--- src/rtl/obb_pkg.sv ---
// Shared types, constants and mode codes for the orthonormal basis builder.
// No dependencies; every other rtl file imports this package.
`default_nettype none

package obb_pkg;

  localparam int QUEUE_DEPTH = 4;

  localparam logic [14:0] THRESH_RESET = 15'd164;
  localparam logic [14:0] ONE_Q14      = 15'd16384;

  // Normalizer arithmetic: 16-bit magnitudes, sum of squares, 2^28 scaling.
  localparam int MAG_W      = 16;
  localparam int SUM_W      = 34;
  localparam int NORM_SHIFT = 28;
  localparam int ROOT_STEPS = (SUM_W + NORM_SHIFT) / 2;
  localparam int QUOT_W     = 15;
  localparam int NUM_W      = MAG_W + NORM_SHIFT + 1;

  // Construction modes
  localparam logic [3:0] FUNC_U  = 4'd0;
  localparam logic [3:0] FUNC_V  = 4'd1;
  localparam logic [3:0] FUNC_W  = 4'd2;
  localparam logic [3:0] FUNC_UV = 4'd3;
  localparam logic [3:0] FUNC_VU = 4'd4;
  localparam logic [3:0] FUNC_UW = 4'd5;
  localparam logic [3:0] FUNC_WU = 4'd6;
  localparam logic [3:0] FUNC_VW = 4'd7;
  localparam logic [3:0] FUNC_WV = 4'd8;

  // Output axis slots
  localparam logic [1:0] SLOT_U = 2'd0;
  localparam logic [1:0] SLOT_V = 2'd1;
  localparam logic [1:0] SLOT_W = 2'd2;

  typedef struct packed {
    logic [3:0]         func;
    logic signed [15:0] first_x;
    logic signed [15:0] first_y;
    logic signed [15:0] first_z;
    logic signed [15:0] second_x;
    logic signed [15:0] second_y;
    logic signed [15:0] second_z;
  } item_t;

  typedef struct packed {
    logic signed [15:0] axis_u_x;
    logic signed [15:0] axis_u_y;
    logic signed [15:0] axis_u_z;
    logic signed [15:0] axis_v_x;
    logic signed [15:0] axis_v_y;
    logic signed [15:0] axis_v_z;
    logic signed [15:0] axis_w_x;
    logic signed [15:0] axis_w_y;
    logic signed [15:0] axis_w_z;
    logic               degenerate;
  } basis_t;

  typedef struct packed {
    logic signed [15:0] x;
    logic signed [15:0] y;
    logic signed [15:0] z;
  } vec16_t;

  typedef struct packed {
    logic signed [32:0] x;
    logic signed [32:0] y;
    logic signed [32:0] z;
  } vec33_t;

  // Decoded mode: n1 = unit first vector, n2 = second unit axis, x = cross.
  typedef struct packed {
    logic       valid_mode;
    logic       perp;      // one-vector mode, n2 from perpendicular
    logic       swap_ab;   // raw cross is b x a
    logic       swap_x;    // final cross is n2 x n1
    logic [1:0] n1_slot;
    logic [1:0] n2_slot;
    logic [1:0] x_slot;
  } cls_t;

  typedef struct packed {
    cls_t   cls;
    vec16_t a;
    vec16_t b;
  } job_t;

endpackage

`default_nettype wire

--- src/rtl/obb_front.sv ---
// Front end: input handshake and mode decode into a job for the queue.
// Depends on obb_pkg.
`default_nettype none

module obb_front import obb_pkg::*; (
  input  logic  item_valid,
  output logic  item_stall,
  input  item_t item,
  input  logic  queue_full,
  output logic  push,
  output job_t  job
);

  cls_t cls;

  always_comb begin
    cls = '0;
    cls.valid_mode = 1'b1;
    unique case (item.func)
      FUNC_U: begin
        cls.perp = 1'b1;
        cls.n1_slot = SLOT_U; cls.n2_slot = SLOT_V; cls.x_slot = SLOT_W;
      end
      FUNC_V: begin
        cls.perp = 1'b1; cls.swap_x = 1'b1;
        cls.n1_slot = SLOT_V; cls.n2_slot = SLOT_U; cls.x_slot = SLOT_W;
      end
      FUNC_W: begin
        cls.perp = 1'b1;
        cls.n1_slot = SLOT_W; cls.n2_slot = SLOT_U; cls.x_slot = SLOT_V;
      end
      FUNC_UV: begin
        cls.swap_x = 1'b1;
        cls.n1_slot = SLOT_U; cls.n2_slot = SLOT_W; cls.x_slot = SLOT_V;
      end
      FUNC_VU: begin
        cls.swap_ab = 1'b1;
        cls.n1_slot = SLOT_V; cls.n2_slot = SLOT_W; cls.x_slot = SLOT_U;
      end
      FUNC_UW: begin
        cls.swap_ab = 1'b1;
        cls.n1_slot = SLOT_U; cls.n2_slot = SLOT_V; cls.x_slot = SLOT_W;
      end
      FUNC_WU: begin
        cls.swap_x = 1'b1;
        cls.n1_slot = SLOT_W; cls.n2_slot = SLOT_V; cls.x_slot = SLOT_U;
      end
      FUNC_VW: begin
        cls.swap_x = 1'b1;
        cls.n1_slot = SLOT_V; cls.n2_slot = SLOT_U; cls.x_slot = SLOT_W;
      end
      FUNC_WV: begin
        cls.swap_ab = 1'b1;
        cls.n1_slot = SLOT_W; cls.n2_slot = SLOT_U; cls.x_slot = SLOT_V;
      end
      default: begin
        cls.valid_mode = 1'b0;
      end
    endcase
  end

  assign item_stall = queue_full;
  assign push       = item_valid && !queue_full;

  always_comb begin
    job.cls = cls;
    job.a.x = item.first_x;
    job.a.y = item.first_y;
    job.a.z = item.first_z;
    job.b.x = item.second_x;
    job.b.y = item.second_y;
    job.b.z = item.second_z;
  end

endmodule

`default_nettype wire

--- config.mk ---
export PLATFORM = sky130hd
export DESIGN_NAME = obb_front
export DESIGN_NICKNAME = d
export VERILOG_FILES = /design/src/rtl/obb_pkg.sv /design/src/rtl/obb_front.sv
export SDC_FILE = /design/constraint.sdc
export NUM_CORES = 1
export LEC_CHECK = 0
export BUFFER_PORTS_ARGS = -buffer_cell sky130_fd_sc_hd__buf_2
export CORE_AREA = 2 2 81 83
export DETAILED_ROUTE_END_ITERATION = 10
export DIE_AREA = 0 0 83 85
export SYNTH_ARGS = -nofsm -noshare
export SYNTH_HDL_FRONTEND = slang
export SYNTH_SLANG_ARGS = --single-unit
--- constraint.sdc ---
create_clock -name vclk -period 0.8
set_input_delay 0.08 -clock vclk [all_inputs]
set_output_delay 0.08 -clock vclk [all_outputs]
set_load 0.01 [all_outputs]
# Yosys cells after proc, flatten, opt, wreduce, memory -nomap -nowiden
# Index checks and enable logic that the tools add are counted.
classes:
  n_eq_ne: 8
  mux: 5
  n_reduce_logical: 10
op_table:
  columns: ["op", "count"]
  rows:
  - ["$pmux 6 s6", 1]
  - ["$eq 4x3->1 const B", 4]
  - ["$reduce_or 9->1", 1]
  - ["$eq 4x2->1 const B", 2]
  - ["$reduce_or 2->1", 3]
  - ["$reduce_or 3->1", 2]
  - ["$eq 4x1->1 const B", 1]
  - ["$eq 4x4->1 const B", 1]
  - ["$logic_not 4->1", 1]
  - ["$mux 1", 4]
  - ["$reduce_or 4->1", 1]
  - ["$logic_and 1x1->1", 1]
  - ["$logic_not 1->1", 1]
totals:
  register_bits: 0
  inputBits: 102
  wordCells: 23

# Logic depth before layout (Yosys ltp)
# Gate-level depths: netlist of run 1.
logic_depth:
  depth_word: 3
  ltp_mapped: 3

# Worst setup path before layout of run 1
# No wires, ideal clock.
synth_path:
  kind: "input -> output"
  from: "input port item[97] in the netlist's numbering"
  to: "output port job[101] in the netlist's numbering"
  arrival_time_ps: 790
  required_ps: 720
  path_slack_ps: -70
  cell_stages: 3
  path_buffers: 1
  cell_sequence: "buf_6 > or3b_1 > a21oi_1"
synth_lines:
  columns: ["item", "line", "text"]
  rows:
  - ["from (decl)", "obb_front.sv:8", "input item_t item,"]
  - ["to (decl)", "obb_front.sv:11", "output job_t job"]

==> results of run 1 <==
==> power by group <==
part | total [W] | switching (W) | leakage [nW] | internal [W]
clock | 0 | 0 | 0 | 0
sequential | 0 | 0 | 0 | 0
combinational | 0.000260 | 0.000115 | 0.224 | 0.000144
total | 0.000260 | 0.000115 | 0.224 | 0.000144
==> synth_stat cells, drive strengths merged <==
cell type | count | share of area
a211oi | 1 | 0.0081
a21oi | 5 | 0.027
buf | 100 | 0.82
clkbuf | 1 | 0.0040
mux2i | 1 | 0.011
nand2 | 1 | 0.0040
nand2b | 2 | 0.013
nand3b | 1 | 0.0081
nand4bb | 1 | 0.012
nor2 | 1 | 0.0040
nor2b | 1 | 0.0067
o22ai | 1 | 0.0067
o31ai | 2 | 0.016
or2 | 1 | 0.0067
or2b | 1 | 0.0081
or3b | 4 | 0.038
xor2 | 1 | 0.0094
==> final cells by class <==
cell class,instances,area (um^2),area share
multi-input cells,24,234.0,0.4212
repair buffers,30,225.2,0.4054
well taps,77,96.34,0.1734
==> path summary, 6_finish.rpt <==
check / start / endpoint / cells after the start
worst max-delay path: item[96] / job[100] / 4
worst min-delay path: item[31] / job[31] / 0
==> routing by layer <==
layer | routed length, um | share of wire | vias up
met5 | 0 | 0 | -
met4 | 262 | 0.16 | 0
met3 | 332 | 0.20 | 44
met2 | 785 | 0.48 | 62
met1 | 267 | 0.16 | 182
li1 | - | - | 152
==> logic make-up (layout without fill, tap and decap cells) <==
group,after synthesis,after routing,synth area share
xor gates and xnor gates,1,1,0.009398
muxes,1,1,0.01074
buffers and inverters,101,30,0.8215
and+or+nand+nor,13,13,0.1007
AOI/OAI and AO/OA,9,9,0.05772
==> metrics by stage <==
| step | setup slack (ns) | instance area (um^2) |
|---|---|---|
| 2_1_floorplan | -0.02432 | 947.2 |
| 3_3_place_gp | -0.2153 | 431.7 |
| 3_5_place_dp | -0.2251 | 431.7 |
| 4_1_cts | -0.1776 | 518.0 |
| 5_1_grt | -0.1621 | 555.5 |
| 6_report | -0.1551 | 555.5 |
==> repair_timing <==
action,in CTS,in global routing
hold buffers,0,0
pin swaps,11,8
buffers inserted,3,0
resized for setup,18,7
setup endpoints to repair,10,9
==> reports/qor.yml, run 1 <==
grt_first_pass_wirelength_mm: 2.456
grt_pass1_vias: 479
worst_slew_pin_slew_ns: 0.1652
synth_area_per_cell_um2: 7.457
finalNetCount: 158
hold_ws_ns: 0.1600
yosysUniqueCellTypes: 18
drv_slew: 0
drtAntennaViolNets: 0
power_density_mw_per_mm2: 467.5
vias: 440
setup_violations: 7
grt_max_degree: 8
final_common_cell: "buf_2"
wl_per_cell_um: 12.58
met3_usage: 0.03210
worst_slack_ns: -0.1551
globalplace.congestion: 0.7213
cpPeakStageDelay_ns: 0.39
top_usage_layer: "met2"
core_mm2: 0.006205
routed_wl_mm: 1.648
ios: 210
hold_path.class: "primary input to primary output"
period_minus_slack_ns: 0.9551
antenna_found_initial: 0
maxCapViolations: 0
violations: "negative setup slack"
io_buffer_count: 18
final.setup.tns_ns: -0.7448
layout.cells.non_filler: 131
worstPathArrival_ns: 0.88
track_usage: 0.04186
antenna_cells: 0
final_core_util: 0.08953
rsz0062_at_grt: "yes"
crit_path_max_fanout: 7
fmax_mhz: 1047
regArea_um2: 0
initial_utilization: 0.1502
outcome: "complete, but fails checks"
slowest_stage: "or3b_4"
fp.dieH_um: 85
syn_to_final_growth_pct: -40.40
use_met1: 0.01749
layout_common_cells: "14 x buf_2, 10 x buf_4, 5 x a21oi_2"
core.rowCount: 29
end_kind: "primary output"
drcViolationCount: 0
critPathKind: "primary input to primary output"
synth_area_um2: 932.1
vias_per_cell: 3.359
post-route-period-util: 1.194
ir_drop_mv: 0.1336
hold_violations: 0
synthCells: 125
path_cells: "buf_8 > or3b_4 > o22ai_1 > buf_2"
die_w_um: 83
seq_cells: 0
syn_nets: 227
fillers: 710
dp_hpwl_mm: 1.267
path_delay_family: "simple AND/OR/NAND/NOR gates"
die-area_mm2: 0.007055
p_total_w: 0.0002597
gr-total-overflow: 0
drt-pass1-iter-count: 2
slew_headroom: 0.8898
n_clock_buffer: 0
critPathLaunchType: "primary input"
critPathBufInv: 2
yosysWarningCount: 0
initialDrtViolationCount: 3
final_layout_size_suffix_gt1_frac: 0.8148
cp.required_ns: 0.72
dpl.cell_count: 128
p_leak_nw: 0.2244
met2_usage: 0.07038
ys_seq_area_frac: 0
Note: power is estimated with default switching activity, not from simulation.
==> run 2: changes to the inputs <==
--- a/config.mk
+++ b/config.mk
@@ -9,6 +9,7 @@
 export CORE_AREA = 2 2 81 83
 export DETAILED_ROUTE_END_ITERATION = 10
 export DIE_AREA = 0 0 83 85
+export PLACE_DENSITY = 0.64
 export SYNTH_ARGS = -nofsm -noshare
 export SYNTH_HDL_FRONTEND = slang
 export SYNTH_SLANG_ARGS = --single-unit
==> run 2 against run 1 <==
  * The run still ends with negative setup slack left
  * First-iteration DRC count fell by 33%
  * Worst hold slack stayed put
  * Sequential cell count stayed put
  * Combinational power up 4%
  * Critical path depth did not move
  * Critical path type unchanged
==> reports/qor.yml, run 2 (synthesis gave the netlist of run 1 again) <==
globalplace.congestion: 0.8009  # +11%
hold_violations: 0  # unchanged
maxCapViolations: 0  # unchanged
ctsHoldBuffers: 0  # unchanged
drv_slew: 0  # unchanged
dp_hpwl_mm: 1.362  # +7.5%
antenna_cells: 0  # unchanged
critPathKind: "primary input to primary output"
end_kind: "primary output"
final_common_cell: "buf_2"
post-route-period-util: 1.175  # -0.01925
final.setup.tns_ns: -0.9044  # -0.1596 ns
worst_slew_pin_slew_ns: 0.1498  # -0.01537 ns
n_clock_buffer: 0  # unchanged
grt_pass1_vias: 443  # -7.5%
outcome: "complete, but fails checks"
final_layout_size_suffix_gt1_frac: 0.7925  # -0.02236
worst_slack_ns: -0.1397  # +0.01540 ns
initial_utilization: 0.1502  # unchanged
core_mm2: 0.006205  # unchanged
cp.required_ns: 0.72  # about the same
dpl.cell_count: 129  # +0.78%
layout_common_cells: "14 x buf_2, 6 x buf_4, 5 x a21oi_2"
drt-pass1-iter-count: 2  # unchanged
ios: 210  # unchanged
hp-start: "item[48]"
critPathLaunchType: "primary input"
core.rowCount: 29  # unchanged
wl_per_cell_um: 12.88  # +2.4%
gr-total-overflow: 0  # unchanged
rsz0062_at_grt: "yes"
grt_first_pass_wirelength_mm: 2.415  # -1.7%
ir_drop_mv: 0.1454  # +8.8%
period_minus_slack_ns: 0.9397  # -0.01540 ns
initialDrtViolationCount: 2  # -1
routed_wl_mm: 1.674  # +1.6%
syn_to_final_growth_pct: -38.12
power_density_mw_per_mm2: 469.2  # +0.36%
drcViolationCount: 0  # unchanged
p_leak_nw: 0.2271  # +1.2%
hold_depth: 0  # unchanged
slew_headroom: 0.8972  # +0.007480
final_core_util: 0.09296  # +0.003428
vias: 423  # -3.9%
hold_path.class: "primary input to primary output"
io_buffer_count: 18  # unchanged
finalNetCount: 157  # -0.63%
grt_max_degree: 10  # +2
setup_violations: 10  # +3
worstPathArrival_ns: 0.86  # -0.02 ns
fmax_mhz: 1064  # +1.6%
violations: "negative setup slack"
regArea_um2: 0  # unchanged
holdPathEnd: "job[48]"
seq_cells: 0  # unchanged
crit_path_max_fanout: 6  # -1
p_total_w: 0.0002706  # +4.2%
fp.dieH_um: 85  # unchanged
die-area_mm2: 0.007055  # unchanged
layout.cells.non_filler: 130  # -0.76%
antenna_found_initial: 0  # unchanged
vias_per_cell: 3.254  # -3.1%
track_usage: 0.04165  # -0.0002117
die_w_um: 83  # unchanged
drtAntennaViolNets: 0  # unchanged
[run 2: cell count changes in the layout (fill, tap and decap cells not counted)]
cell      previous run  this run
buf_4               10         6
or3b_4               3         2
o22ai_2              0         1
buf_12               1         3
or3b_1               1         2
buf_8                1         2
nand2b_1             1         2
o22ai_1              1         0
nand2b_4             1         0
[run 2: area by class of cell]
cell class,instances,area (um^2)
Tap cell,77,96.34
Fill cell,710,5628
Multi-Input combinational cell,24,230.2
Timing Repair Buffer,29,250.2
[run 2: per-stage QoR]
step,instance area [um^2],setup WS [ns],hold WS [ns]
2_1_floorplan,947.2,-0.02432,0.2064
4_1_cts,534.3,-0.1670,0.1601
3_5_place_dp,451.7,-0.1949,0.1601
3_3_place_gp,451.7,-0.1737,0.1601
6_report,576.8,-0.1397,0.1600
5_1_grt,576.8,-0.1748,0.1600
[run 2: how the worst max path moves through the flow]
stage,end,slack [ns],start
finish,job[100],-0.14,item[96]
global route,job[100],-0.17,item[96]
CTS,job[100],-0.17,item[97]
detailed placement,job[100],-0.19,item[97]
global placement,job[97],-0.17,item[98]
floorplan,job[101],-0.02,item[98]
[run 2: report_power, final]
group	switching (W)	internal, W	total, W	leakage, nW
clock	0	0	0	0
combinational	0.000115	0.000155	0.000271	0.227
sequential	0	0	0	0
[run 2: metal layers]
layer  vias to the layer above  wire length (um)  share of wire  track usage
met5                         -                 0              0            0
met4                         0               302           0.18      0.07750
met3                        52               431           0.26      0.03502
met2                        50               659           0.39      0.06012
met1                       170               281           0.17      0.02040
li1                        151                 -              -            -
[run 2: what timing repair did]
action,in CTS,in global routing
buffers inserted,1,0
endpoints found under the setup margin,10,10
resized for setup,17,9
pin swaps,7,3
[run 2: worst max-delay path: stages]
cell and delay (ns):
buf_8 0.10, or3b_4 0.40, o22ai_2 0.13, buf_2 0.14
==> run 3: changes to the inputs <==
--- a/config.mk
+++ b/config.mk
@@ -13,3 +13,4 @@
 export SYNTH_ARGS = -nofsm -noshare
 export SYNTH_HDL_FRONTEND = slang
 export SYNTH_SLANG_ARGS = --single-unit
+export TNS_END_PERCENT = 30
==> run 3 against run 2 <==
  * The run still ends with negative setup slack left
  * Setup slack worse by 0.037 ns
  * Global-route usage about the same
  * Cell count up 3.1%
  * Non-clock buffer count up 4
  * First-iteration DRC count unchanged
  * Cell area up 2.2%
  * Core utilization up 0.20 points
  * Critical path depth unchanged
  * Largest cell class unchanged
  * Combinational power up 4%
  * Routed wire length down 2.4%
  * Critical endpoint unchanged
==> reports/qor.yml, run 3 (synthesis gave the netlist of run 1 again) <==
outcome: "complete, but fails checks"
violations: "negative setup slack"
antenna_cells: 0  # unchanged
holdPathEnd: "job[32]"
setup_violations: 10  # unchanged
multi_input_area_um2: 230.2  # unchanged
dp_hpwl_mm: 1.242  # -8.9%
seq_power_share: 0  # unchanged
post-route-period-util: 1.221  # +0.04635
hold_ws_ns: 0.1600  # unchanged
track_usage: 0.04167  # about the same
worst_slew_pin_slew_ns: 0.1749  # +0.02506 ns
routed_wl_mm: 1.633  # -2.4%
p_clk_frac: 0  # unchanged
critPathKind: "primary input to primary output"
final_common_cell: "buf_2"
vias_per_cell: 3.246  # -0.23%
dpl.cell_count: 131  # +1.6%
critPathLaunchType: "primary input"
layout_common_cells: "14 x buf_2, 11 x buf_4, 5 x a21oi_2"
io_buffer_count: 18  # unchanged
grt_max_degree: 9  # -1
cp.required_ns: 0.72  # about the same
ir_drop_mv: 0.1552  # +6.7%
fmax_mhz: 1024  # -3.8%
fp.dieH_um: 85  # unchanged
p_sw_frac: 0.4302  # +0.003457
ctsHoldBuffers: 0  # unchanged
p_comb_frac: 1.000  # about the same
die-area_mm2: 0.007055  # unchanged
core_mm2: 0.006205  # unchanged
internal_power_w: 0.0001613  # +4.0%
wl_per_cell_um: 12.19  # -5.4%
initialDrtViolationCount: 2  # unchanged
gr-total-overflow: 0  # unchanged
hp-start: "item[32]"
final_layout_size_suffix_gt1_frac: 0.8246  # +0.03211
antenna_found_initial: 0  # unchanged
path_cells: "buf_8 > or3b_4 > o22ai_2 > buf_2"
hold_path.class: "primary input to primary output"
drt-pass1-iter-count: 2  # unchanged
drtAntennaViolNets: 0  # unchanged
syn_to_final_growth_pct: -36.78
n_clock_buffer: 0  # unchanged
crit_path_max_fanout: 8  # +2
end_kind: "primary output"
maxCapViolations: 0  # unchanged
p_total_w: 0.0002831  # +4.6%
core.rowCount: 29  # unchanged
slowest_stage: "or3b_4"
period_minus_slack_ns: 0.9768  # +0.03708 ns
layout.cells.non_filler: 134  # +3.1%
hold_violations: 0  # unchanged
netSwitchingPower_w: 0.0001218  # +5.5%
final_core_util: 0.09498  # +0.002017
ios: 210  # unchanged
p_leak_nw: 0.2395  # +5.5%
hold_depth: 0  # unchanged
slew_headroom: 0.8827  # -0.01455
cpPeakStageDelay_ns: 0.41  # about the same
grt_first_pass_wirelength_mm: 2.470  # +2.3%
rsz0062_at_grt: "yes"
die_w_um: 83  # unchanged
grt_pass1_vias: 445  # +0.45%
drcViolationCount: 0  # unchanged
final.setup.tns_ns: -0.8494  # +0.05507 ns
initial_utilization: 0.1502  # unchanged
globalplace.congestion: 0.7191  # -10%
worst_slack_ns: -0.1768  # -0.03708 ns
vias: 435  # +2.8%
fillers: 709  # -0.14%
worstPathArrival_ns: 0.90  # +0.04 ns
power_density_mw_per_mm2: 480.4  # +2.4%
regArea_um2: 0  # unchanged
finalNetCount: 161  # +2.5%
drv_slew: 0  # unchanged
seq_cells: 0  # unchanged
-- run 3: changes by cell type in the layout (fill, tap and decap cells not counted) --
cell / previous run / this run
or2_4: 1 / 0
or3b_4: 2 / 3
buf_4: 6 / 11
or2_2: 0 / 1
buf_12: 3 / 1
buf_8: 2 / 3
or3b_1: 2 / 1
-- run 3: worst max path at each step --
stage / cells past startpoint / end / startpoint
floorplan: 3 / job[101] / item[98]
global placement: 5 / job[98] / item[98]
detailed placement: 4 / job[100] / item[98]
CTS: 5 / job[98] / item[98]
global route: 4 / job[100] / item[97]
finish: 4 / job[100] / item[97]
-- run 3: metal layers --
layer / up-vias / global-route usage / wire length (um) / part of all wire
li1: 160 / - / - / -
met1: 179 / 0.02567 / 325 / 0.20
met2: 56 / 0.06232 / 682 / 0.42
met3: 40 / 0.03210 / 382 / 0.23
met4: 0 / 0.06408 / 243 / 0.15
met5: - / 0 / 0 / 0
-- run 3: final cells by class --
cell class | instances | area share
well taps | 77 | 0.1635
repair buffers | 33 | 0.4459
multi-input cells | 24 | 0.3907
-- run 3: power by group through the flow --
stage | Clock, W | Combinational [W] | Sequential [W]
finish | 0 | 0.000283 | 0
global route | 0 | 0.000305 | 0
CTS | 0 | 0.000256 | 0
detailed placement | 0 | 0.000207 | 0
global placement | 0 | 0.000203 | 0
floorplan | 0 | 0.000608 | 0
-- run 3: worst max-delay path: cells and delay by family --
kind	cells	cell delay, ns
simple gates	1	0.41
compound gates	1	0.15
buf+inv	2	0.26
-- run 3: timing repair --
action | 4_1_cts | 5_1_grt
setup buffers | 3 | 0
pin swaps | 6 | 1
resized for setup | 16 | 9
endpoints found under the setup margin | 10 | 10
-- run 3: through the flow --
| stage | setup WS (ns) | instance area (um^2) |
|---|---|---|
| finish | -0.1768 | 589.3 |
| global route | -0.2127 | 589.3 |
| CTS | -0.1599 | 549.3 |
| detailed placement | -0.2056 | 466.7 |
| global placement | -0.1825 | 466.7 |
| floorplan | -0.02432 | 947.2 |
