<file path="src/rtl/obb_pkg.sv">
// Shared types, constants and mode codes for the orthonormal basis builder.
// No dependencies; every other rtl file imports this package.
`default_nettype none

package obb_pkg;

  localparam int QUEUE_DEPTH = 4;

  localparam logic [14:0] THRESH_RESET = 15'd164;
  localparam logic [14:0] ONE_Q14      = 15'd16384;

  // Normalizer arithmetic: 16-bit magnitudes, sum of squares, 2^28 scaling.
  localparam int MAG_W      = 16;
  localparam int SUM_W      = 34;
  localparam int NORM_SHIFT = 28;
  localparam int ROOT_STEPS = (SUM_W + NORM_SHIFT) / 2;
  localparam int QUOT_W     = 15;
  localparam int NUM_W      = MAG_W + NORM_SHIFT + 1;

  // Construction modes
  localparam logic [3:0] FUNC_U  = 4'd0;
  localparam logic [3:0] FUNC_V  = 4'd1;
  localparam logic [3:0] FUNC_W  = 4'd2;
  localparam logic [3:0] FUNC_UV = 4'd3;
  localparam logic [3:0] FUNC_VU = 4'd4;
  localparam logic [3:0] FUNC_UW = 4'd5;
  localparam logic [3:0] FUNC_WU = 4'd6;
  localparam logic [3:0] FUNC_VW = 4'd7;
  localparam logic [3:0] FUNC_WV = 4'd8;

  // Output axis slots
  localparam logic [1:0] SLOT_U = 2'd0;
  localparam logic [1:0] SLOT_V = 2'd1;
  localparam logic [1:0] SLOT_W = 2'd2;

  typedef struct packed {
    logic [3:0]         func;
    logic signed [15:0] first_x;
    logic signed [15:0] first_y;
    logic signed [15:0] first_z;
    logic signed [15:0] second_x;
    logic signed [15:0] second_y;
    logic signed [15:0] second_z;
  } item_t;

  typedef struct packed {
    logic signed [15:0] axis_u_x;
    logic signed [15:0] axis_u_y;
    logic signed [15:0] axis_u_z;
    logic signed [15:0] axis_v_x;
    logic signed [15:0] axis_v_y;
    logic signed [15:0] axis_v_z;
    logic signed [15:0] axis_w_x;
    logic signed [15:0] axis_w_y;
    logic signed [15:0] axis_w_z;
    logic               degenerate;
  } basis_t;

  typedef struct packed {
    logic signed [15:0] x;
    logic signed [15:0] y;
    logic signed [15:0] z;
  } vec16_t;

  typedef struct packed {
    logic signed [32:0] x;
    logic signed [32:0] y;
    logic signed [32:0] z;
  } vec33_t;

  // Decoded mode: n1 = unit first vector, n2 = second unit axis, x = cross.
  typedef struct packed {
    logic       valid_mode;
    logic       perp;      // one-vector mode, n2 from perpendicular
    logic       swap_ab;   // raw cross is b x a
    logic       swap_x;    // final cross is n2 x n1
    logic [1:0] n1_slot;
    logic [1:0] n2_slot;
    logic [1:0] x_slot;
  } cls_t;

  typedef struct packed {
    cls_t   cls;
    vec16_t a;
    vec16_t b;
  } job_t;

endpackage

`default_nettype wire

</file>
<file path="src/rtl/obb_queue.sv">
// Small FIFO of decoded jobs between the front end and the datapath.
// Depends on obb_pkg for the default depth QUEUE_DEPTH.
`default_nettype none

module obb_queue import obb_pkg::*; #(
  parameter int Depth = QUEUE_DEPTH,
  parameter int Width = 1
) (
  input  logic             clk,
  input  logic             rst,
  input  logic             push,
  input  logic [Width-1:0] push_data,
  output logic             full,
  input  logic             pop,
  output logic             nonempty,
  output logic [Width-1:0] head
);

  localparam int PtrW = (Depth > 1) ? $clog2(Depth) : 1;
  localparam int CntW = $clog2(Depth + 1);

  logic [Width-1:0] entries [Depth];
  logic [PtrW-1:0]  wr_ptr;
  logic [PtrW-1:0]  rd_ptr;
  logic [CntW-1:0]  count;

  assign full     = (count == CntW'(Depth));
  assign nonempty = (count != '0);
  assign head     = entries[rd_ptr];

  always_ff @(posedge clk) begin
    if (push) begin
      entries[wr_ptr] <= push_data;
    end
  end

  always_ff @(posedge clk) begin
    if (rst) begin
      wr_ptr <= '0;
      rd_ptr <= '0;
      count  <= '0;
    end else begin
      if (push) begin
        wr_ptr <= (wr_ptr == PtrW'(Depth - 1)) ? '0 : wr_ptr + 1'b1;
      end
      if (pop) begin
        rd_ptr <= (rd_ptr == PtrW'(Depth - 1)) ? '0 : rd_ptr + 1'b1;
      end
      if (push && !pop) begin
        count <= count + 1'b1;
      end else if (pop && !push) begin
        count <= count - 1'b1;
      end
    end
  end

endmodule

`default_nettype wire

</file>
<file path="config.mk">
export PLATFORM = sky130hd
export DESIGN_NAME = obb_queue
export DESIGN_NICKNAME = d
export VERILOG_FILES = /design/src/rtl/obb_pkg.sv /design/src/rtl/obb_queue.sv
export SDC_FILE = /design/constraint.sdc
export NUM_CORES = 1
export LEC_CHECK = 0
export BUFFER_PORTS_ARGS = -buffer_cell sky130_fd_sc_hd__buf_2
export CELL_PAD_IN_SITES_DETAIL_PLACEMENT = 0
export CELL_PAD_IN_SITES_GLOBAL_PLACEMENT = 1
export CORE_MARGIN = 5
export CORE_UTILIZATION = 42
export CTS_CLUSTER_DIAMETER = 100
export DETAILED_ROUTE_END_ITERATION = 12
export PLACE_DENSITY = 0.81
export SKIP_LAST_GASP = 1
export SYNTH_ARGS = -nofsm -noshare
export SYNTH_HDL_FRONTEND = slang
export SYNTH_SLANG_ARGS = --single-unit
</file>
<file path="constraint.sdc">
create_clock -name clk -period 3.85 [get_ports clk]
set_input_delay 0.385 -clock clk [delete_from_list [all_inputs] [get_ports clk]]
set_output_delay 0.385 -clock clk [all_outputs]
set_load 0.02 [all_outputs]
</file>
Word-level counts from Yosys, hierarchy flattened
Memories as Yosys holds them, arrays and structs flattened. A register that Yosys moved wholly into a read port is not among the register bits.
Index checks and enable logic that the tools add are counted.
{"block": "op_classes", "reduce_logical": 6, "n_mux": 8, "n_addsub": 4, "n_eq_ne": 3}
{"op": "$mux W2", "count": 4}
{"op": "$mux W3", "count": 2}
{"op": "$add A2 B1 Y2 const B", "count": 2}
{"op": "$eq A2 B2 Y1 const B", "count": 2}
{"op": "$add A3 B1 Y3 const B", "count": 1}
{"op": "$eq A3 B3 Y1 const B", "count": 1}
{"op": "$reduce_bool A3 Y1", "count": 1}
{"op": "$sub A3 B1 Y3 const B", "count": 1}
{"op": "$logic_and A1 B1 Y1", "count": 2}
{"op": "$logic_not A1 Y1", "count": 2}
{"op": "$mux W1", "count": 2}
{"op": "$reduce_bool A2 Y1", "count": 1}
{"block": "word_totals", "elab_cells": 25, "reg_bits": 7, "mem_bits_rw": 4, "mem_count": 1, "out_inout_bits": 3, "in_bits": 5}
{"memory": "entries", "depth": 4, "word_bits": 1, "rd": 1, "rd_clocked_by_memory_dff": 1, "wr": 1, "line": "obb_queue.sv:22", "text": "logic [Width-1:0] entries [Depth];"}

Logic depth before layout (Yosys ltp)
Gate-level depths: netlist (run 1).
{"block": "logic_depth", "depth_word": 4, "depth_mapped": 7, "mapped_depth_nobuf": 7}

Worst setup path after synthesis (run 1)
OpenSTA, ideal clock, no wires.
{"block": "synth_timing", "path_kind": "input to register", "start": "input pop", "end": "register count[2]", "cell_stages": 7, "required_ps": 3780, "t_arrival_ps": 1577, "setup_time_ps": 70, "path_slack_ps": 2203, "path_buffers": 0, "cell_sequence": "inv_1 > ha_1 > inv_1 > fa_1 > xor2_1 > or3_1 > a21oi_1"}
{"block": "synth_via", "elab_chain_cells": 3, "word_cells_on_any_way": 5, "classes_between": "mux: 1; reduce/logical: 4"}
{"item": "start: declaration", "line": "obb_queue.sv:14", "text": "input logic pop,"}
{"item": "$logic_not A1 Y1", "line": "obb_queue.sv:49", "text": "if (push && !pop) begin"}
{"item": "$logic_and A1 B1 Y1", "line": "obb_queue.sv:49"}
{"item": "$mux W3 or $reduce_bool A2 Y1 (tied branches)"}
{"item": "end signal: assignment", "line": "obb_queue.sv:50", "text": "count <= count + 1'b1;"}
{"item": "end signal: assignment", "line": "obb_queue.sv:52", "text": "count <= count - 1'b1;"}
{"item": "end: declaration", "line": "obb_queue.sv:25", "text": "logic [CntW-1:0] count;"}
Parallel ways exist; a longest one is shown, timed or not.
A chain may end at the register's enable or synchronous reset.

==> results of run 1 <==
how the worst max path moves through the flow:
stage	from	to	cells past startpoint
5_1_grt	entries[3]	head	2
6_report	entries[0]	head	2
4_1_cts	entries[0]	head	2
3_3_place_gp	pop	count[2]	8
2_1_floorplan	pop	count[2]	7
3_5_place_dp	pop	count[2]	8
worst max-delay path, stage by stage (launching register included):
cell	delay, ns
edfxtp_1	0.37
mux4_2	0.45
buf_2	0.17
power by group through the flow:
stage | Sequential, W | Combinational, W | Clock (W)
floorplan | 0.000164 | 0.0000412 | 0
global placement | 0.000166 | 0.0000545 | 0
detailed placement | 0.000167 | 0.0000563 | 0
CTS | 0.000164 | 0.0000565 | 0.0000827
global route | 0.000166 | 0.0000633 | 0.0000911
finish | 0.000164 | 0.0000550 | 0.0000795
cell type report:
type	instances	area, um^2
fill	125	651
sequential	13	300
multi-input combinational	32	268
timing repair buffer	7	35.0
clock buffer	4	26.3
inverter	5	18.8
tap	15	18.8
routing by layer:
metal,wire length [um],up-vias,GRT usage
li1,-,191,-
met1,385,163,0.102
met2,394,4,0.136
met3,36,2,0.0575
met4,12,0,0.0497
met5,0,-,0
placed cells by master, fill, tap and decap left out, types with 2 or more instances in the layout:
cell type	instances
dfxtp_1	9
mux2i_1	3
edfxtp_1	4
nor2_1	6
nor3b_1	3
buf_2	7
and2_1	4
xor2_1	2
clkbuf_4	3
a21oi_1	3
or3_1	2
ha_1	6
inv_1	5
logic make-up (layout without fill, tap and decap cells):
kind of cell	Yosys count	in the layout	share of synthesized area
flops	13	13	0.512
mux	4	4	0.0896
compound gates	4	4	0.0341
buf+inv	5	16	0.0320
fa+ha+maj	7	7	0.162
simple gates	15	15	0.141
xor+xnor	2	2	0.0299
stage by stage:
step | util | setup WS [ns]
after detailed placement | 0.486 | 1.98
final | 0.506 | 2.22
after floorplan | - | 2.20
after CTS | 0.506 | 2.19
after global placement | 0.486 | 2.02
after global routing | 0.506 | 2.15
==> out/results.ini, run 1 <==
[status]
outcome = completed

[yosys]
postSynthCellCount = 50
yosysMostFrequentCell = dfxtp_1
synth.net_count = 62
synth_top_cell_by_area = dfxtp_1
ys.flop_type = dfxtp_1
synth.distinct_cells = 14
async_flop_share = 0
netlist_area_um2 = 587
synth_warnings = 0
synth_seq_area_share = 0.512
yosys-top-cells-count = 9 x dfxtp_1, 6 x ha_1, 6 x nor2_1, 5 x inv_1
synth-edff-count = 4
ys_top_cells_by_area = dfxtp_1 31%, edfxtp_1 20%, ha_1 13%, mux2i_1 5.1%, and2_1 4.3%
syn_avg_cell_area_um2 = 11.7
yosysTopAreaCellShare = 0.307
ys_seq_elements = 13

[timing]
setup_viol = 0
grt_setup_unrepaired = false
relSlewSlack = 0.880
hold_ws_ns = 0.339
finalSetupTns_ns = 0
fin_skew_ns = 0.00254
hold_viol = 0
worst_slew_pin_slew_ns = 0.180
final.min_clock_period_ns = 1.63
maxSlewViolCount = 0
post-route-period-util = 0.424
fmax_mhz = 612

[cts]
worstSkewPairLatency_ns = 0.26
cts-resized-gates = 0
cts_max_level = 1
cts_tree = yes
cts_buffers = 3
postCtsHoldBufs = 0
path_clk_slew_ns = 0.08
ctsRootBufferMaster = clkbuf_4
cts_setup_buffers = 0
clkSinkCount = 13
cts_buffer_depth = 2

[critical_path]
rrSetupSlack_ns = 2.40
setup.worst_path.class = flip-flop to output pin
startpoint_type = flip-flop
r2r_cells = 4
end_kind = output pin
critPathRequiredTime_ns = 3.46
cp.arrival_ns = 1.25
crit_fanout = 1
r2r_start = count[0]
r2r_end = count[2]

[drt]
routedWlPerCell_um = 10.9
wirelength_um = 828
drt_iter0_drc = 3
vias = 360
route.detailed.drc = 0
vias_per_cell = 4.74
drt_first_pass_iters = 3
ant_nets = 0

[placement]
gp_congestion = 0.633
dpl.hpwl_um = 669
placedCellCount = 72
placed_area_um2 = 641
port_buffers = 7

[floorplan]
coreArea_mm2 = 0.00132
start_util = 0.445
die-height_um = 47.4
die_area_mm2 = 0.00224
die_w_um = 47.4
num_rows = 13
io_pins = 8

[job]
max_cap_viol_count = 0

[power_and_ir_drop]
p_total_w = 0.000298
power_frac_clock = 0.266
leakage_nw = 0.302
p_sw_w = 0.0000790
vdd_drop_max_uv = 266
seqPwrFrac = 0.549
power.density_mw_per_mm2 = 447
p_comb_frac = 0.184
intPower_w = 0.000219
p_sw_frac = 0.265

[finish]
layout.cells.non_filler = 76
final_area_um2 = 667
final_nets = 74
drive_above_1_share = 0.180
diodes = 0
syn_to_final_growth_pct = 13.6

[min_path]
hold_end = entries[2]
worst_hold_startpoint = push_data
worstHoldPathType = input port to flip-flop
whs_path_depth = 1

[grt]
grt_pass1_vias = 311
grt_pass1_wl_um = 1320
overflow = 0
grt_start_max_net_pins = 9
grt_use_total = 0.0925
antenna_found_initial = 0

No activity file was read; power rests on OpenSTA's default activity.
==> inputs of run 2 (changes only) <==
CORE_UTILIZATION = 37   (was 42)
PLACE_DENSITY = 0.76   (was 0.81)
clock period = 1.4 ns   (was 3.85 ns; I/O delays follow)
==> out/results.ini, run 2 (same netlist as run 1, synthesis figures left out) <==
[status]
outcome = finished, violations left
failed_checks = negative setup slack

[drt]
drt_iter0_drc = 1  ; -2
vias = 370  ; +2.8%
wirelength_um = 928  ; +12%
route.detailed.drc = 0  ; unchanged
vias_per_cell = 4.51  ; -4.7%
routedWlPerCell_um = 11.3  ; +3.9%
ant_nets = 0  ; unchanged
drt_first_pass_iters = 2  ; -1

[finish]
diodes = 0  ; unchanged
syn_to_final_growth_pct = 26.9
regArea_um2 = 304  ; +1.3%
final_area_um2 = 744  ; +12%
drive_above_1_share = 0.364  ; +0.183
most-common-layout-cells = 6 x nor2_1, 6 x dfxtp_1, 5 x inv_1, 5 x ha_1, 5 x buf_2
multi_input_area_um2 = 282  ; +5.1%
nFillCells = 131  ; +4.8%
final_nets = 79  ; +6.8%

[critical_path]
crit_cells = 2  ; unchanged
startpoint_type = flip-flop
r2r_start = count[1]
path_buf_inv = 1  ; unchanged
cp_slowest_stage_delay_ns = 0.48  ; +0.03 ns
critical_path.cell_chain = mux4_2, buf_6
r2r_end = count[2]
crit_slowest_cell = mux4_2
endpoint = head
end_kind = output pin
setup.worst_path.class = flip-flop to output pin
crit_fanout = 1  ; unchanged
cp.arrival_ns = 1.28  ; +0.03 ns
worstSetupStartpoint = entries[3]
path_delay_family = multiplexers
critPathRequiredTime_ns = 1.26  ; -2.20 ns
r2r_cells = 4  ; unchanged
rrSetupSlack_ns = 0.01  ; -2.39 ns

[floorplan]
die_w_um = 49.8  ; +5.2%
die_area_mm2 = 0.00248  ; +11%
die-height_um = 49.8  ; +5.2%
io_pins = 8  ; unchanged
num_rows = 14  ; +1
coreArea_mm2 = 0.00151  ; +14%
start_util = 0.390  ; -0.0559

[timing]
fmax_mhz = 706
post-route-period-util = 1.01
maxSlewViolCount = 0  ; unchanged
fin_skew_ns = 0.00378  ; +0.00124 ns
hold_viol = 0  ; unchanged
relSlewSlack = 0.850  ; -0.0302
grt_setup_unrepaired = true
final.min_clock_period_ns = 1.42
fin_ws_ns = -0.0159  ; -2.23 ns
worst_slew_pin_slew_ns = 0.223  ; +0.0432 ns
setup_viol = 1  ; +1
finalSetupTns_ns = -0.0159  ; -0.0159 ns

[power_and_ir_drop]
vdd_drop_max_uv = 517  ; +95%
power.density_mw_per_mm2 = 1220  ; +170%
leakage_nw = 0.335  ; +11%

[placement]
gp_congestion = 0.639  ; +0.95%
port_buffers = 7  ; unchanged
placed_area_um2 = 684  ; +6.8%
dpl.hpwl_um = 673  ; +0.49%

[cts]
cts_buffer_depth = 2  ; unchanged
cts_buffers = 3  ; unchanged
cts_setup_buffers = 0  ; unchanged
postCtsHoldBufs = 0  ; unchanged
cts_max_level = 1  ; unchanged
ctsRootBufferMaster = clkbuf_4
worstSkewPairLatency_ns = 0.28  ; +0.02 ns
clkSinkCount = 13  ; unchanged
cts_tree = yes
path_clk_slew_ns = 0.09  ; about the same

[grt]
grt_pass1_wl_um = 1590  ; +21%
overflow = 0  ; unchanged
grt_start_max_net_pins = 9  ; unchanged
grt_pass1_vias = 382  ; +23%
antenna_found_initial = 0  ; unchanged
grt_use_total = 0.0856  ; -0.00693

[min_path]
worstHoldPathType = input port to flip-flop

[job]
max_cap_viol_count = 0  ; unchanged

-- run 2: final cells by class --
class / instances / share of cell area
Clock buffer: 3 / 0.0303
Clock inverter: 1 / 0.00672
Inverter: 5 / 0.0252
Multi-Input combinational cell: 32 / 0.378
Sequential cell: 13 / 0.408
Tap cell: 16 / 0.0269
Timing Repair Buffer: 12 / 0.124
-- run 2: worst register-to-register path: stages (launching register included) --
cell and delay (ns):
dfxtp_2 0.34, fa_2 0.35, xor2_1 0.16, or3_1 0.36, a21oi_2 0.12
-- run 2: metal layers --
metal | track usage | vias to the layer above | wire [um]
li1 | - | 201 | -
met1 | 0.108 | 166 | 452
met2 | 0.119 | 3 | 448
met3 | 0.0271 | 0 | 26
met4 | 0.0655 | 0 | 0
met5 | 0 | - | 0
-- run 2: worst min-delay path by stage --
stage               startpoint          to  cells after the start
floorplan                  rst    count[2]                      1
global route         push_data  entries[2]                      1
global placement     push_data  entries[2]                      1
finish               push_data  entries[2]                      1
detailed placement   push_data  entries[2]                      1
CTS                  push_data  entries[2]                      1
-- run 2: power breakdown --
group / switching (W) / leakage, nW / internal [W]
clock network: 0.000130 / 0.0177 / 0.000106
logic: 0.0000999 / 0.205 / 0.000122
registers: 0.0000269 / 0.112 / 0.000424
-- run 2: per-stage QoR --
step	cells	utilization	hold WS, ns	power [W]	setup slack (ns)
2_1_floorplan	50	-	0.209	0.000568	0.0309
3_3_place_gp	78	0.454	0.362	0.000632	-0.112
3_5_place_dp	78	0.454	0.366	0.000638	-0.127
4_1_cts	82	0.478	0.0716	0.000885	-0.0293
5_1_grt	82	0.494	0.0827	0.000959	-0.0614
6_report	82	0.494	0.0728	0.000909	-0.0159
-- run 2: repair_timing --
action                     4_1_cts  5_1_grt
pin swaps                        0        4
gates resized for setup          4        7
setup endpoints to repair        2        3
==> inputs of run 3 (changes only) <==
SETUP_SLACK_MARGIN = 0.2   (was not set)
==> out/results.ini, run 3 (same netlist as run 1, synthesis figures left out) <==
[cts]
postCtsHoldBufs = 0  ; unchanged
ctsRootBufferMaster = clkbuf_4
cts_buffer_depth = 2  ; unchanged
path_clk_slew_ns = 0.08  ; about the same
worstSkewPairLatency_ns = 0.27  ; about the same
cts_max_level = 1  ; unchanged
cts_buffers = 3  ; unchanged
clkSinkCount = 13  ; unchanged
cts_tree = yes

[drt]
drt_first_pass_iters = 3  ; +1
vias_per_cell = 4.79  ; +6.2%
wirelength_um = 933  ; +0.54%
drt_iter0_drc = 4  ; +3
vias = 393  ; +6.2%
routedWlPerCell_um = 11.4  ; +0.54%
ant_nets = 0  ; unchanged
route.detailed.drc = 0  ; unchanged

[timing]
hold_viol = 0  ; unchanged
finalSetupTns_ns = -0.0146  ; +0.00131 ns
worst_slew_pin_slew_ns = 0.167  ; -0.0560 ns
hold_ws_ns = 0.0949  ; +0.0221 ns
fmax_mhz = 707  ; about the same
maxSlewViolCount = 0  ; unchanged
final.min_clock_period_ns = 1.41  ; -0.00131 ns
relSlewSlack = 0.888  ; +0.0387
setup_viol = 1  ; unchanged
post-route-period-util = 1.01  ; about the same
fin_ws_ns = -0.0146  ; +0.00131 ns
grt_setup_unrepaired = true
fin_skew_ns = 0.00448  ; +0.000705 ns

[grt]
antenna_found_initial = 0  ; unchanged
grt_use_total = 0.0930  ; +0.00739
grt_pass1_vias = 388  ; +1.6%
grt_start_max_net_pins = 8  ; -1
overflow = 0  ; unchanged
grt_pass1_wl_um = 1680  ; +5.6%

[critical_path]
endpoint = head
crit_fanout = 1  ; unchanged
startpoint_type = flip-flop
r2r_end = count[2]
crit_slowest_cell = mux4_2
path_buf_inv = 1  ; unchanged
rrSetupSlack_ns = 0.04  ; +0.03 ns
cp_slowest_stage_delay_ns = 0.49  ; about the same
crit_cells = 2  ; unchanged
critical_path.cell_chain = mux4_2, buf_6
cp.arrival_ns = 1.27  ; about the same
worstSetupStartpoint = entries[3]
setup.worst_path.class = flip-flop to output pin
r2r_start = count[0]
end_kind = output pin
critPathRequiredTime_ns = 1.26  ; about the same
r2r_cells = 4  ; unchanged
path_delay_family = multiplexers

[floorplan]
die_area_mm2 = 0.00248  ; unchanged
io_pins = 8  ; unchanged
coreArea_mm2 = 0.00151  ; unchanged
start_util = 0.390  ; unchanged
die-height_um = 49.8  ; unchanged
die_w_um = 49.8  ; unchanged
num_rows = 14  ; unchanged

[finish]
final_nets = 79  ; unchanged
nFillCells = 140  ; +6.9%
diodes = 0  ; unchanged
most-common-layout-cells = 8 x dfxtp_1, 6 x nor2_1, 5 x ha_1, 5 x buf_4
syn_to_final_growth_pct = 28.8
drive_above_1_share = 0.348  ; -0.0152
layout_commonest_cell = dfxtp_1

[placement]
port_buffers = 7  ; unchanged
post-place-ws_ns = -0.0853  ; +0.0415 ns
gp_congestion = 0.651  ; +1.9%

[power_and_ir_drop]
vdd_drop_max_uv = 693  ; +34%
leakage_nw = 0.334  ; -0.22%
power.density_mw_per_mm2 = 1180  ; -3.4%

[job]
max_cap_viol_count = 0  ; unchanged

[min_path]
worstHoldPathType = input port to flip-flop
whs_path_depth = 1  ; unchanged

[status]
outcome = finished, violations left
failed_checks = negative setup slack

## run 3: worst reg2reg max path, cell delays in order (launching register included)
cell and delay, ns:
dfxtp_4 0.36, fa_2 0.36, xor2_1 0.15, or3_1 0.30, a21oi_1 0.13
## run 3: worst min-delay path by stage
stage                    from          to  slack, ns
finish              push_data  entries[3]       0.09
global route        push_data  entries[3]       0.08
CTS                 push_data  entries[3]       0.08
detailed placement  push_data  entries[2]       0.37
global placement    push_data  entries[0]       0.36
floorplan                 rst    count[0]       0.20
## run 3: where the power goes
| group | switching, W | internal (W) | total (W) |
|---|---|---|---|
| combinational | 0.0000966 | 0.000124 | 0.000221 |
| sequential | 0.0000275 | 0.000423 | 0.000451 |
| clock | 0.000110 | 0.000110 | 0.000220 |
## run 3: per-stage QoR
step	power, W	std cells	area (um^2)	util
finish	0.000892	82	756	0.502
detailed placement	0.000631	76	683	0.453
global route	0.000965	82	756	0.502
CTS	0.000903	82	748	0.497
floorplan	0.000573	50	606	-
global placement	0.000626	76	683	0.453
## run 3: area by class of cell
class                           count  area, um^2  share of cell area
Multi-Input combinational cell     32         293               0.387
Sequential cell                    13         304               0.402
Tap cell                           16        20.0              0.0265
Inverter                            5        21.3              0.0281
Timing Repair Buffer               12        91.3               0.121
Clock buffer                        4        26.3              0.0348
## run 3: timing repair
item,in CTS,in global routing
pin swaps,3,0
setup buffers,2,0
setup endpoints to repair,3,4
resized for setup,7,2
## run 3: layer usage
layer | track usage | share of wire | vias to the layer above | wire (um)
met4 | 0.0393 | 0.011 | 0 | 10
met5 | 0 | 0 | - | 0
met3 | 0.0572 | 0.075 | 2 | 70
met2 | 0.140 | 0.50 | 7 | 463
met1 | 0.104 | 0.42 | 184 | 389
li1 | - | - | 200 | -
